--- config.mk ---
export PLATFORM = sky130hd
export DESIGN_NAME = lant_ctrl
export DESIGN_NICKNAME = d
export VERILOG_FILES = /design/src/rtl/lant_pkg.sv /design/src/rtl/lant_ctrl.sv
export SDC_FILE = /design/constraint.sdc
export NUM_CORES = 1
export LEC_CHECK = 0
export BUFFER_PORTS_ARGS = -buffer_cell sky130_fd_sc_hd__buf_2
export CORE_MARGIN = 4
export CORE_UTILIZATION = 49
export CTS_CLUSTER_SIZE = 12
export DETAILED_ROUTE_END_ITERATION = 8
export GPL_TIMING_DRIVEN = 1
export PLACE_DENSITY = 0.8
export SYNTH_ARGS = -nofsm -noshare
export SYNTH_HDL_FRONTEND = slang
export SYNTH_SLANG_ARGS = --single-unit
export TNS_END_PERCENT = 50
--- constraint.sdc ---
create_clock -name clk -period 1.5 [get_ports clk]
set_input_delay 0.075 -clock clk [delete_from_list [all_inputs] [get_ports clk]]
set_output_delay 0.075 -clock clk [all_outputs]
set_load 0.03 [all_outputs]
--- src/rtl/lant_pkg.sv ---
`timescale 1ns / 1ps
`default_nettype none

package lant_pkg;

  // Grid storage limits
  localparam int MAX_W = 256;
  localparam int MAX_H = 256;
  localparam int COL_W = $clog2(MAX_W);
  localparam int ROW_W = $clog2(MAX_H);

  // Field widths
  localparam int SIZE_W  = 9;
  localparam int POS_W   = 10;
  localparam int CNT_W   = 32;
  localparam int PEEK_W  = 8;
  localparam int CFG_IDX_W = 1;

  localparam int S_DATA_W = 24;
  localparam int M_DATA_W = 64;

  localparam logic [SIZE_W-1:0] GRID_RST = 9'd64;

  typedef enum logic [1:0] {
    CMD_TICK   = 2'd0,
    CMD_TOGGLE = 2'd1,
    CMD_STEP   = 2'd2,
    CMD_RESET  = 2'd3
  } cmd_t;

  typedef enum logic [CFG_IDX_W-1:0] {
    REG_GRID_WIDTH  = 1'b0,
    REG_GRID_HEIGHT = 1'b1
  } reg_idx_t;

  typedef enum logic [2:0] {
    ST_CLR_BOOT,
    ST_IDLE,
    ST_EXEC,
    ST_CLR_CMD,
    ST_REPORT
  } state_t;

  // Controller to datapath
  typedef struct packed {
    logic             rd_en;     // latch item, read ant row and peek row
    logic             exec_en;   // run the command, write back, form result
    logic             restart;   // home the ant, zero count, pause
    logic             clr_we;    // clear one row
    logic [ROW_W-1:0] clr_row;
    logic             out_load;  // load the result register
  } ctl_t;

  // Datapath to controller
  typedef struct packed {
    logic out_free;
  } sts_t;

  function automatic logic pos_in_grid(logic signed [POS_W-1:0] x,
                                       logic signed [POS_W-1:0] y,
                                       logic [SIZE_W-1:0]       w,
                                       logic [SIZE_W-1:0]       h);
    logic signed [POS_W-1:0] ws;
    logic signed [POS_W-1:0] hs;
    ws = signed'({1'b0, w});
    hs = signed'({1'b0, h});
    return (x >= 0) && (x < ws) && (y >= 0) && (y < hs);
  endfunction

endpackage

`default_nettype wire

--- src/rtl/lant_ctrl.sv ---
`timescale 1ns / 1ps
`default_nettype none

module lant_ctrl (
  input  wire             clk,
  input  wire             rst,
  input  wire             in_valid,
  output logic            in_ready,
  input  lant_pkg::cmd_t  in_cmd,
  input  lant_pkg::sts_t  sts,
  output lant_pkg::ctl_t  ctl
);
  import lant_pkg::*;

  state_t           state;
  state_t           state_next;
  logic [ROW_W-1:0] clr_row;
  logic [ROW_W-1:0] clr_row_next;
  logic             accept;
  logic             last_row;

  assign accept   = in_valid && in_ready;
  assign last_row = (clr_row == ROW_W'(MAX_H - 1));

  always_ff @(posedge clk) begin
    if (rst) begin
      state   <= ST_CLR_BOOT;
      clr_row <= '0;
    end else begin
      state   <= state_next;
      clr_row <= clr_row_next;
    end
  end

  always_comb begin
    state_next   = state;
    clr_row_next = clr_row;
    in_ready     = 1'b0;
    ctl          = '0;
    ctl.clr_row  = clr_row;
    case (state)
      ST_CLR_BOOT: begin
        ctl.clr_we   = 1'b1;
        clr_row_next = clr_row + 1'b1;
        if (last_row) begin
          state_next = ST_IDLE;
        end
      end
      ST_IDLE: begin
        in_ready   = 1'b1;
        ctl.rd_en  = in_valid;
        if (accept) begin
          if (in_cmd == CMD_RESET) begin
            ctl.restart  = 1'b1;
            clr_row_next = '0;
            state_next   = ST_CLR_CMD;
          end else begin
            state_next = ST_EXEC;
          end
        end
      end
      ST_EXEC: begin
        if (sts.out_free) begin
          ctl.exec_en  = 1'b1;
          ctl.out_load = 1'b1;
          state_next   = ST_IDLE;
        end
      end
      ST_CLR_CMD: begin
        ctl.clr_we   = 1'b1;
        clr_row_next = clr_row + 1'b1;
        if (last_row) begin
          state_next = ST_REPORT;
        end
      end
      ST_REPORT: begin
        if (sts.out_free) begin
          ctl.out_load = 1'b1;
          state_next   = ST_IDLE;
        end
      end
      default: begin
        state_next = ST_CLR_BOOT;
      end
    endcase
  end

  a_exec_returns: assert property (@(posedge clk) disable iff (rst)
    (state == ST_EXEC && sts.out_free) |=> state == ST_IDLE)
    else $error("exec did not return to idle");

  a_restart_clears: assert property (@(posedge clk) disable iff (rst)
    ctl.restart |=> (state == ST_CLR_CMD && clr_row == '0))
    else $error("reset command did not start a clearing pass at row zero");

  a_clear_blocks_input: assert property (@(posedge clk) disable iff (rst)
    (state == ST_CLR_BOOT || state == ST_CLR_CMD) |-> !in_ready)
    else $error("input taken during a clearing pass");

endmodule

`default_nettype wire

==> out/results.tsv, run 1 <==
stage	metric	value	unit
floorplanning	Rows	13	
yosys	Main synth FF type	dfxtp_1	
yosys	Syn Nets	90	
final_layout	Area growth syn-to-layout	29.2	%
clocking	clk buf depth	2	
floorplanning	Die H	45.3	um
setup_path	Slowest cell on crit path	dfxtp_1	
final_layout	number of antenna diodes	0	
detailed_routing	drt wl/cell	13.5	um
yosys	Post-Synthesis Cells	83	
yosys	Post-synth EDFFs	0	
final_layout	share of cells above drive strength 1	39.3	%
placement	gp weighted congestion	0.770	
sta	RSZ-0062 raised after global routing	true	
setup_path	CP Data Required Time	1.42	ns
floorplanning	Initial Util	52.4	%
power_and_ir_drop	Cell Int Power	0.854	mW
detailed_routing	first-pass iteration count of the detailed router	4	
global_route	vias in the first global route	697	
sta	Worst-Margin Slew	0.270	ns
floorplanning	area of the die	2050	sq um
placement	Post-DP Area	831	sq um
global_route	GRT Overall Usage	19.7	%
yosys	post-synth top area share	32.3	%
setup_path	Cell Chain, Critical Path	buf_4 > nor3b_4 > nand2_2 > nor2_2 > buf_4	
power_and_ir_drop	Peak VDD IR	0.00119	V
global_route	initial antenna violation count	0	
final_layout	post-layout net count	115	
sta	Worst Skew	0.00371	ns
sta	minimum clock period	1.47	ns
sta	fin. max-slew vios	0	
final_layout	post-route cell area	881	sq um
setup_path	R2R Setup Slk	0.13	ns
min_path	min-delay worst type	input port to flip-flop	
yosys	area leader, netlist	dfxtp_1	
global_route	largest net degree at the start of global routing	15	
detailed_routing	starting DRC count in detailed routing	7	
yosys	Yosys cell types	36	
setup_path	CP most frequent cell	buf_4	
yosys	Post-synth top cells	dfxtp_1 (11), a21oi_1 (8), nand3_1 (7), a211oi_1 (6)	
detailed_routing	DRC viols	0	
yosys	Synth Cell Area	682	sq um
detailed_routing	Via density	5.87	
global_route	first-pass GRT wire length	2910	um
clocking	CTS tree	yes	
power_and_ir_drop	Power Dens Cells	1760	nW/um^2
setup_path	Max FO, Critical Path	8	
yosys	register area share after synthesis	32.3	%
power_and_ir_drop	clock power share	13.3	%
floorplanning	die extent in x	45.3	um
yosys	Avg Synthesized Cell Area	8.22	sq um
sta	final-report hold violation count	0	
sta	FMAX	682	MHz
power_and_ir_drop	Switching Share	44.8	%
detailed_routing	Post-Route WL	1650	um
sta	normalized max-slew margin	82.0	%
setup_path	Setup CP Type	flip-flop to primary output	
setup_path	CP arrival	1.39	ns
power_and_ir_drop	Comb pwr share	60.9	%
floorplanning	I/O pin cnt	20	
setup_path	Largest delay share family, worst path	simple AND/OR/NAND/NOR gates	
clocking	Worst-Skew Late Latency	0.27	ns
setup_path	CP Capture Type	primary output	
global_route	remaining global-route overflow	0	
detailed_routing	ANT nets after route	0	
power_and_ir_drop	switching power	0.694	mW
sta	worst setup margin	0.0331	ns
setup_path	Max stage delay on crit path	0.33	ns
clocking	Setup Buffers After CTS	0	
outcome	status	complete, no violations	
yosys	fraction of registers with async set/reset	0	%
placement	Detailed Place HPWL	1230	um
yosys	top post-synthesis cells by area	dfxtp_1 (32%), a211oi_1 (6.6%), a21oi_1 (5.9%)	
clocking	CTS Root Cell	clkbuf_4	
yosys	number of synthesized register bits	11	
clocking	Clock Sinks	11	
power_and_ir_drop	sequential group share of total power	25.9	%
clocking	clock slew at reported path FFs	0.07	ns
yosys	Ys Warns	0	
sta	final setup violation count	0	
yosys	most instantiated library cell after synthesis	dfxtp_1	
clocking	CTS Hold Bufs	0	
clocking	CTS H-tree lvls	1	
detailed_routing	via count	716	
setup_path	Critical path buffers and inverters	2	
setup_path	crit path launch type	flip-flop	
floorplanning	area of the core	1300	sq um
placement	Post-Place Worst Slack	0.112	ns
run	max capacitance violation total	0	
sta	final worst path period share	97.8	%
clocking	cts bufs inserted	3	
placement	# port buffers	19	
power_and_ir_drop	LEAKAGE	0.403	nW
==> worst reg2reg max path, stage by stage, from the launching register on <==
cell and delay [ns]:
dfxtp_1 0.33, buf_4 0.18, nor3b_4 0.24, a22oi_2 0.14
and2_4 0.16, a41o_1 0.22
==> kinds of logic after synthesis <==
kind of cell    synth area share (%)
buf+inv                         8.99
fa+ha+maj                       1.83
mux                             1.47
compound gates                  25.3
xor+xnor                        2.57
flops                           32.3
simple gates                    27.5
==> layout by cell type, fill, tap and decap left out, types with 2 or more instances in the layout <==
cell / synthesis / final
dfxtp_2: 0 / 2
and3_1: 3 / 3
buf_4: 2 / 9
dfxtp_1: 11 / 9
inv_1: 5 / 5
a211oi_1: 6 / 6
a41oi_1: 2 / 2
clkbuf_4: 0 / 3
nand4_1: 2 / 2
a21oi_1: 8 / 8
nand2_1: 3 / 2
nor2_1: 5 / 4
nand3_1: 7 / 7
buf_2: 0 / 17
==> what timing repair did <==
action | 4_1_cts | 5_1_grt
endpoints found under the hold margin | 0 | 0
resized for setup | 3 | 5
pin swaps | 0 | 1
endpoints found under the setup margin | 3 | 6
==> power groups by stage <==
| stage | combinational [mW] | clock, mW | sequential, mW |
|---|---|---|---|
| after floorplan | 0.605 | 0 | 0.476 |
| after global placement | 0.892 | 0 | 0.403 |
| after detailed placement | 0.911 | 0 | 0.407 |
| after CTS | 0.928 | 0.210 | 0.400 |
| after global routing | 1.04 | 0.223 | 0.410 |
| final | 0.942 | 0.205 | 0.400 |
==> through the flow <==
stage / setup TNS, ns / power [mW] / hold WS [ns] / instances / utilization [%]
2_1_floorplan: -0.0228 / 1.08 / 0.256 / 83 / -
5_1_grt: -0.0524 / 1.68 / 0.141 / 122 / 67.7
3_3_place_gp: 0 / 1.30 / 0.414 / 118 / 63.8
3_5_place_dp: 0 / 1.32 / 0.426 / 118 / 63.8
4_1_cts: 0 / 1.54 / 0.139 / 122 / 66.3
6_report: 0 / 1.55 / 0.133 / 122 / 67.7
==> per-layer routing <==
layer | part of all wire, % | routed length, um | global-route usage (%)
met5 | 0 | 0 | 0
met4 | 1.9 | 31 | 14.0
met3 | 4.2 | 69 | 3.59
met2 | 49 | 803 | 31.4
met1 | 45 | 741 | 23.5
==> final cells by class <==
type / instances / area (sq um)
multi-input combinational: 60 / 430
fill: 120 / 420
sequential: 11 / 223
timing repair buffer: 27 / 164
clock buffer: 4 / 26.3
inverter: 5 / 18.8
tap: 15 / 18.8
==> registers in the layout, summed over array words and instances, names as in the netlist <==
signal	cells
clr_row	8
state	3
==> final timing paths <==
check             start    endpoint  cells after the start
min            in_valid    state[1]                      3
min reg2reg  clr_row[2]  clr_row[2]                      1
max reg2reg    state[1]    state[2]                      5
max            state[1]     ctl[10]                      5
Note: power is estimated with default switching activity, not from simulation.
==> run 2: changes to the inputs <==
Settings changed: ABC_AREA set to 1, CORE_UTILIZATION 49 to 48.
==> run 2 against run 1 <==
  * Routed wire length is 6.9% lower
  * Die area down 3.2%
  * Total power shrank 26%
  * Highest routed layer unchanged
  * First-iteration DRC count rose to 3.3 times the previous value
==> out/results.tsv, run 2 <==
stage	metric	value	unit
min_path	min-delay worst type	input port to flip-flop	
yosys	Main synth FF type	dfxtp_1	
floorplanning	I/O pin cnt	20	
clocking	clk buf depth	2	
clocking	cts bufs inserted	3	
sta	minimum clock period	1.36	ns
yosys	post-synth top area share	34.3	%
yosys	Post-Synthesis Cells	105	
detailed_routing	ANT nets after route	0	
power_and_ir_drop	Overall Power	1.14	mW
sta	fin. max-slew vios	0	
yosys	top post-synthesis cells by area	dfxtp_1 (34%), nand2_1 (19%), nor2_1 (8.8%)	
power_and_ir_drop	Peak VDD IR	0.00103	V
placement	gp weighted congestion	0.859	
setup_path	CP Capture Type	primary output	
placement	Post-DP Area	749	sq um
outcome	status	complete, no violations	
final_layout	most frequent cells in the layout	nand2_1 (30), buf_2 (19), nor2_1 (12), a21oi_1 (11), inv_1 (10)	
floorplanning	die extent in x	44.6	um
final_layout	post-route cell area	816	sq um
clocking	CTS Hold Bufs	0	
yosys	area leader, netlist	dfxtp_1	
detailed_routing	starting DRC count in detailed routing	23	
clocking	CTS tree	yes	
yosys	Ys Warns	0	
final_layout	top flop regs	clr_row: 8 flops, state: 3 flops	
detailed_routing	Post-Route WL	1530	um
final_layout	Area growth syn-to-layout	27.1	%
global_route	GRT Overall Usage	17.2	%
floorplanning	area of the core	1190	sq um
sta	final setup violation count	0	
detailed_routing	DRC viols	0	
setup_path	CP Data Required Time	1.42	ns
clocking	Worst-Skew Late Latency	0.27	ns
final_layout	share of cells above drive strength 1	32.0	%
clocking	Clock Sinks	11	
sta	RSZ-0062 raised after global routing	true	
final_layout	most common cell after layout, fill and taps aside	nand2_1	
yosys	register area share after synthesis	34.3	%
sta	normalized max-slew margin	84.1	%
yosys	Post-synth EDFFs	0	
yosys	Synth Cell Area	642	sq um
sta	FMAX	737	MHz
floorplanning	Initial Util	54.1	%
sta	Worst-Margin Slew	0.238	ns
global_route	initial antenna violation count	0	
detailed_routing	drt wl/cell	10.8	um
global_route	GR Layer Usage met2	28.9	%
setup_path	CP arrival	1.28	ns
placement	# port buffers	19	
floorplanning	Die H	44.6	um
placement	Detailed Place HPWL	1160	um
sta	Worst Skew	0.00100	ns
detailed_routing	via count	735	
global_route	GR Util met1	18.8	%
global_route	vias in the first global route	637	
run	max capacitance violation total	0	
global_route	global route hottest layer	met2	
global_route	remaining global-route overflow	0	
power_and_ir_drop	Power Dens Cells	1400	nW/um^2
final_layout	max reg flops	8	
sta	final worst path period share	90.5	%
yosys	most instantiated library cell after synthesis	nand2_1	
clocking	clock slew at reported path FFs	0.07	ns
global_route	M3 GR Usage	3.66	%
clocking	CTS H-tree lvls	1	
setup_path	crit path launch type	flip-flop	
detailed_routing	first-pass iteration count of the detailed router	4	
clocking	CTS Root Cell	clkbuf_4	
yosys	Post-synth top cells	nand2_1 (33), nor2_1 (15), a21oi_1 (11), dfxtp_1 (11), inv_1 (11)	
detailed_routing	Via density	5.18	
yosys	Syn Nets	112	
yosys	number of synthesized register bits	11	
final_layout	Biggest register	clr_row	
global_route	largest net degree at the start of global routing	11	
yosys	Avg Synthesized Cell Area	6.11	sq um
floorplanning	Rows	12	
final_layout	post-layout net count	136	
setup_path	Setup CP Type	flip-flop to primary output	
power_and_ir_drop	LEAKAGE	0.393	nW
yosys	fraction of registers with async set/reset	0	%
floorplanning	area of the die	1990	sq um
sta	Setup TNS	0	ns
sta	final-report hold violation count	0	
global_route	first-pass GRT wire length	2480	um
yosys	Yosys cell types	18	
final_layout	number of antenna diodes	0	
setup_path	Max FO, Critical Path	4	
## run 2: cell count changes after synthesis, sizes merged, moves of 3 or more
cell / previous run / this run
nor2: 5 / 16
a211oi: 6 / 0
nand2: 3 / 35
a21oi: 8 / 11
inv: 5 / 13
o21ai: 0 / 5
and3: 3 / 0
clkbuf: 4 / 0
## run 2: logic make-up after synthesis
logic type                 synth area share, %
and+or+nand+nor                           39.0
buffers and inverters                     8.77
DFF                                       34.3
AOI/OAI and AO/OA                         14.6
adders and majority gates                 1.95
xor gates and xnor gates                  1.36
## run 2: worst paths after layout
| check | from | end | slack [ns] | cells after the start |
|---|---|---|---|---|
| setup / recovery | state[1] | ctl[10] | 0.14 | 6 |
| hold / removal | rst | clr_row[1] | 0.03 | 2 |
| setup reg to reg | clr_row[0] | state[0] | 0.15 | 10 |
| hold reg to reg | clr_row[0] | clr_row[0] | 0.46 | 1 |
## run 2: where the power goes
group | internal, mW | switching [mW]
Sequential | 0.347 | 0.0510
Combinational | 0.161 | 0.381
Clock | 0.0988 | 0.104
Total | 0.607 | 0.537
## run 2: area by class of cell
class                      count  area [sq um]
clock inverter                 1          5.00
sequential                    11           226
inverter                      13          48.8
clock buffer                   3          22.5
tap                           14          17.5
fill                         106           370
multi-input combinational     80           393
timing repair buffer          20           103
## run 2: worst max-delay path, cell delays in order (launching register included)
cell and delay (ns):
dfxtp_1 0.35, inv_1 0.10, nand3_2 0.11, nor2_2 0.12, nand2_1 0.10, inv_1 0.06
buf_2 0.18
## run 2: routing by layer
metal / wire [um] / vias up
met3: 147 / 5
met4: 39 / 0
met2: 732 / 36
li1: - / 385
met1: 612 / 309
met5: 0 / -
## run 2: repair_timing
item                       in CTS  in global routing
hold endpoints to repair        0                  0
resized for setup               0                 13
setup buffers                   0                  1
setup endpoints to repair       0                  7
## run 2: metrics by stage
step	hold slack, ns	instances	utilization [%]	setup slack [ns]
global route	0.0244	142	68.8	-0.0258
global placement	0.315	137	63.2	0.100
detailed placement	0.313	137	63.2	0.0362
CTS	0.0172	141	65.5	0.00679
finish	0.0299	142	68.8	0.142
floorplan	0.137	105	-	0.0231
==> run 3: changes to the inputs <==
Settings changed: CORE_UTILIZATION 48 to 38, PLACE_DENSITY 0.8 to 0.66.
==> run 3 against run 2 <==
  * Worst setup slack worse by 0.029 ns
  * Global-route usage shrank 3.2 points
  * Critical path depth stayed put
  * Largest cell class unchanged
  * Hold slack better by 0.029 ns
  * Largest power group unchanged
  * Combinational power about the same
  * Critical endpoint unchanged
  * Non-clock buffer count is 2 higher
  * First-iteration DRC count rose by 17%
  * Routed wire length grew 2.0%
==> out/results.tsv, run 3 (synthesized netlist as in run 2, its figures left out) <==
stage	metric	value	unit
sta	final-report hold violation count	0	
final_layout	most common cell after layout, fill and taps aside	nand2_1	
final_layout	post-route cell area	826	sq um
sta	Worst-Margin Slew	0.187	ns
setup_path	crit path launch type	flip-flop	
placement	Detailed Place HPWL	1210	um
power_and_ir_drop	Switching Share	46.7	%
sta	Worst Skew	0.00208	ns
detailed_routing	Via density	5.02	
setup_path	Cell Chain, Critical Path	inv_1 > nand3_2 > nor2_2 > nand2_1 > inv_1 > buf_2	
setup_path	Slowest cell on crit path	dfxtp_1	
setup_path	Largest delay share family, worst path	buffers and inverters	
clocking	CTS tree	yes	
detailed_routing	via count	733	
detailed_routing	Post-Route WL	1560	um
setup_path	Max FO, Critical Path	5	
min_path	min-delay worst type	input port to flip-flop	
detailed_routing	drt wl/cell	10.7	um
power_and_ir_drop	clock power share	17.6	%
setup_path	CP Data Required Time	1.42	ns
setup_path	Critical path buffers and inverters	3	
final_layout	top flop regs	clr_row: 8 flops, state: 3 flops	
clocking	CTS Root Cell	clkbuf_4	
clocking	CTS H-tree lvls	1	
clocking	clock slew at reported path FFs	0.07	ns
power_and_ir_drop	Comb pwr share	47.7	%
power_and_ir_drop	sequential group share of total power	34.6	%
global_route	vias in the first global route	653	
final_layout	most frequent cells in the layout	nand2_1 (31), buf_2 (19), nor2_1 (13), inv_1 (11), a21oi_1 (11)	
power_and_ir_drop	LEAKAGE	0.401	nW
final_layout	register area	225	sq um
final_layout	post-layout net count	138	
power_and_ir_drop	Peak VDD IR	0.000892	V
setup_path	Setup CP Type	flip-flop to primary output	
final_layout	number of antenna diodes	0	
global_route	GRT Overall Usage	14.0	%
global_route	first-pass GRT wire length	2700	um
final_layout	Multi-input gate area	388	sq um
clocking	Worst-Skew Late Latency	0.27	ns
detailed_routing	DRC viols	0	
global_route	largest net degree at the start of global routing	11	
setup_path	CP arrival	1.31	ns
final_layout	Area growth syn-to-layout	28.7	%
clocking	Clock Sinks	11	
final_layout	fill count	172	
run	max capacitance violation total	0	
floorplanning	Rows	14	
sta	final worst path period share	92.4	%
placement	gp weighted congestion	0.768	
floorplanning	Initial Util	41.2	%
setup_path	CP most frequent cell	inv_1	
power_and_ir_drop	Overall Power	1.14	mW
sta	normalized max-slew margin	87.5	%
sta	FMAX	721	MHz
floorplanning	die extent in x	49.1	um
clocking	CTS Hold Bufs	0	
detailed_routing	first-pass iteration count of the detailed router	5	
power_and_ir_drop	Power Dens Cells	1380	nW/um^2
detailed_routing	ANT nets after route	0	
placement	# port buffers	19	
sta	fin. max-slew vios	0	
sta	final setup violation count	0	
floorplanning	I/O pin cnt	20	
floorplanning	Die H	49.1	um
outcome	status	complete, no violations	
final_layout	share of cells above drive strength 1	29.2	%
final_layout	max reg flops	8	
floorplanning	area of the core	1560	sq um
power_and_ir_drop	switching power	0.531	mW
detailed_routing	starting DRC count in detailed routing	27	
power_and_ir_drop	Cell Int Power	0.607	mW
floorplanning	area of the die	2410	sq um
setup_path	Max stage delay on crit path	0.33	ns
global_route	initial antenna violation count	0	
clocking	cts bufs inserted	3	
clocking	clk buf depth	2	
setup_path	CP Capture Type	primary output	
final_layout	Biggest register	clr_row	
global_route	remaining global-route overflow	0	
sta	minimum clock period	1.39	ns
placement	Post-DP Area	767	sq um
run 3: changes by cell type in the layout (fill, tap and decap cells not counted), sizes merged:
cell / delta
buf: +2
clkbuf: +1
clkinv: -1
run 3: power by group through the flow:
stage	logic, mW	clock network [mW]	registers (mW)
after floorplan	0.333	0	0.452
after global placement	0.521	0	0.394
after detailed placement	0.527	0	0.395
after CTS	0.528	0.209	0.389
after global routing	0.602	0.227	0.404
final	0.543	0.201	0.394
run 3: stage by stage:
step / worst slack, ns / TNS (ns) / hold WS, ns / util, % / cells
finish: 0.113 / 0 / 0.0586 / 53.0 / 146
global route: -0.000571 / -0.000571 / 0.0655 / 53.0 / 146
CTS: 0.0367 / 0 / 0.0500 / 50.9 / 145
detailed placement: 0.0642 / 0 / 0.339 / 49.2 / 141
global placement: 0.147 / 0 / 0.326 / 49.2 / 141
floorplan: 0.0231 / 0 / 0.137 / - / 105
run 3: cell type report:
| type | instances | area share, % |
|---|---|---|
| multi-input combinational | 80 | 47.0 |
| sequential | 11 | 27.3 |
| timing repair buffer | 22 | 14.2 |
| inverter | 13 | 5.91 |
| clock buffer | 4 | 3.18 |
| tap | 16 | 2.42 |
run 3: worst paths after layout:
path,to,cells after the start,startpoint,slack [ns]
setup / recovery,ctl[10],6,state[2],0.11
hold / removal,clr_row[1],2,rst,0.06
setup reg to reg,state[2],10,clr_row[0],0.12
hold reg to reg,clr_row[0],1,clr_row[0],0.46
run 3: layer usage:
layer,track usage (%),vias to the layer above,wire [um]
li1,-,386,-
met2,21.7,25,711
met3,3.36,0,104
met4,5.69,0,0
met5,0,-,0
met1,18.3,322,746
run 3: worst register-to-register path, stage by stage, from the launching register on:
cell	delay [ns]
dfxtp_4	0.36
ha_2	0.19
nand2_1	0.06
nor2_2	0.14
nand2_2	0.07
nand2_1	0.10
nand2_2	0.07
nor2_4	0.11
nand2_1	0.08
nand2_1	0.06
nor2_1	0.04
run 3: what timing repair did:
action                                  in CTS  in global routing
buffers inserted                             0                  1
resized for setup                            0                  8
endpoints found under the setup margin       0                  4
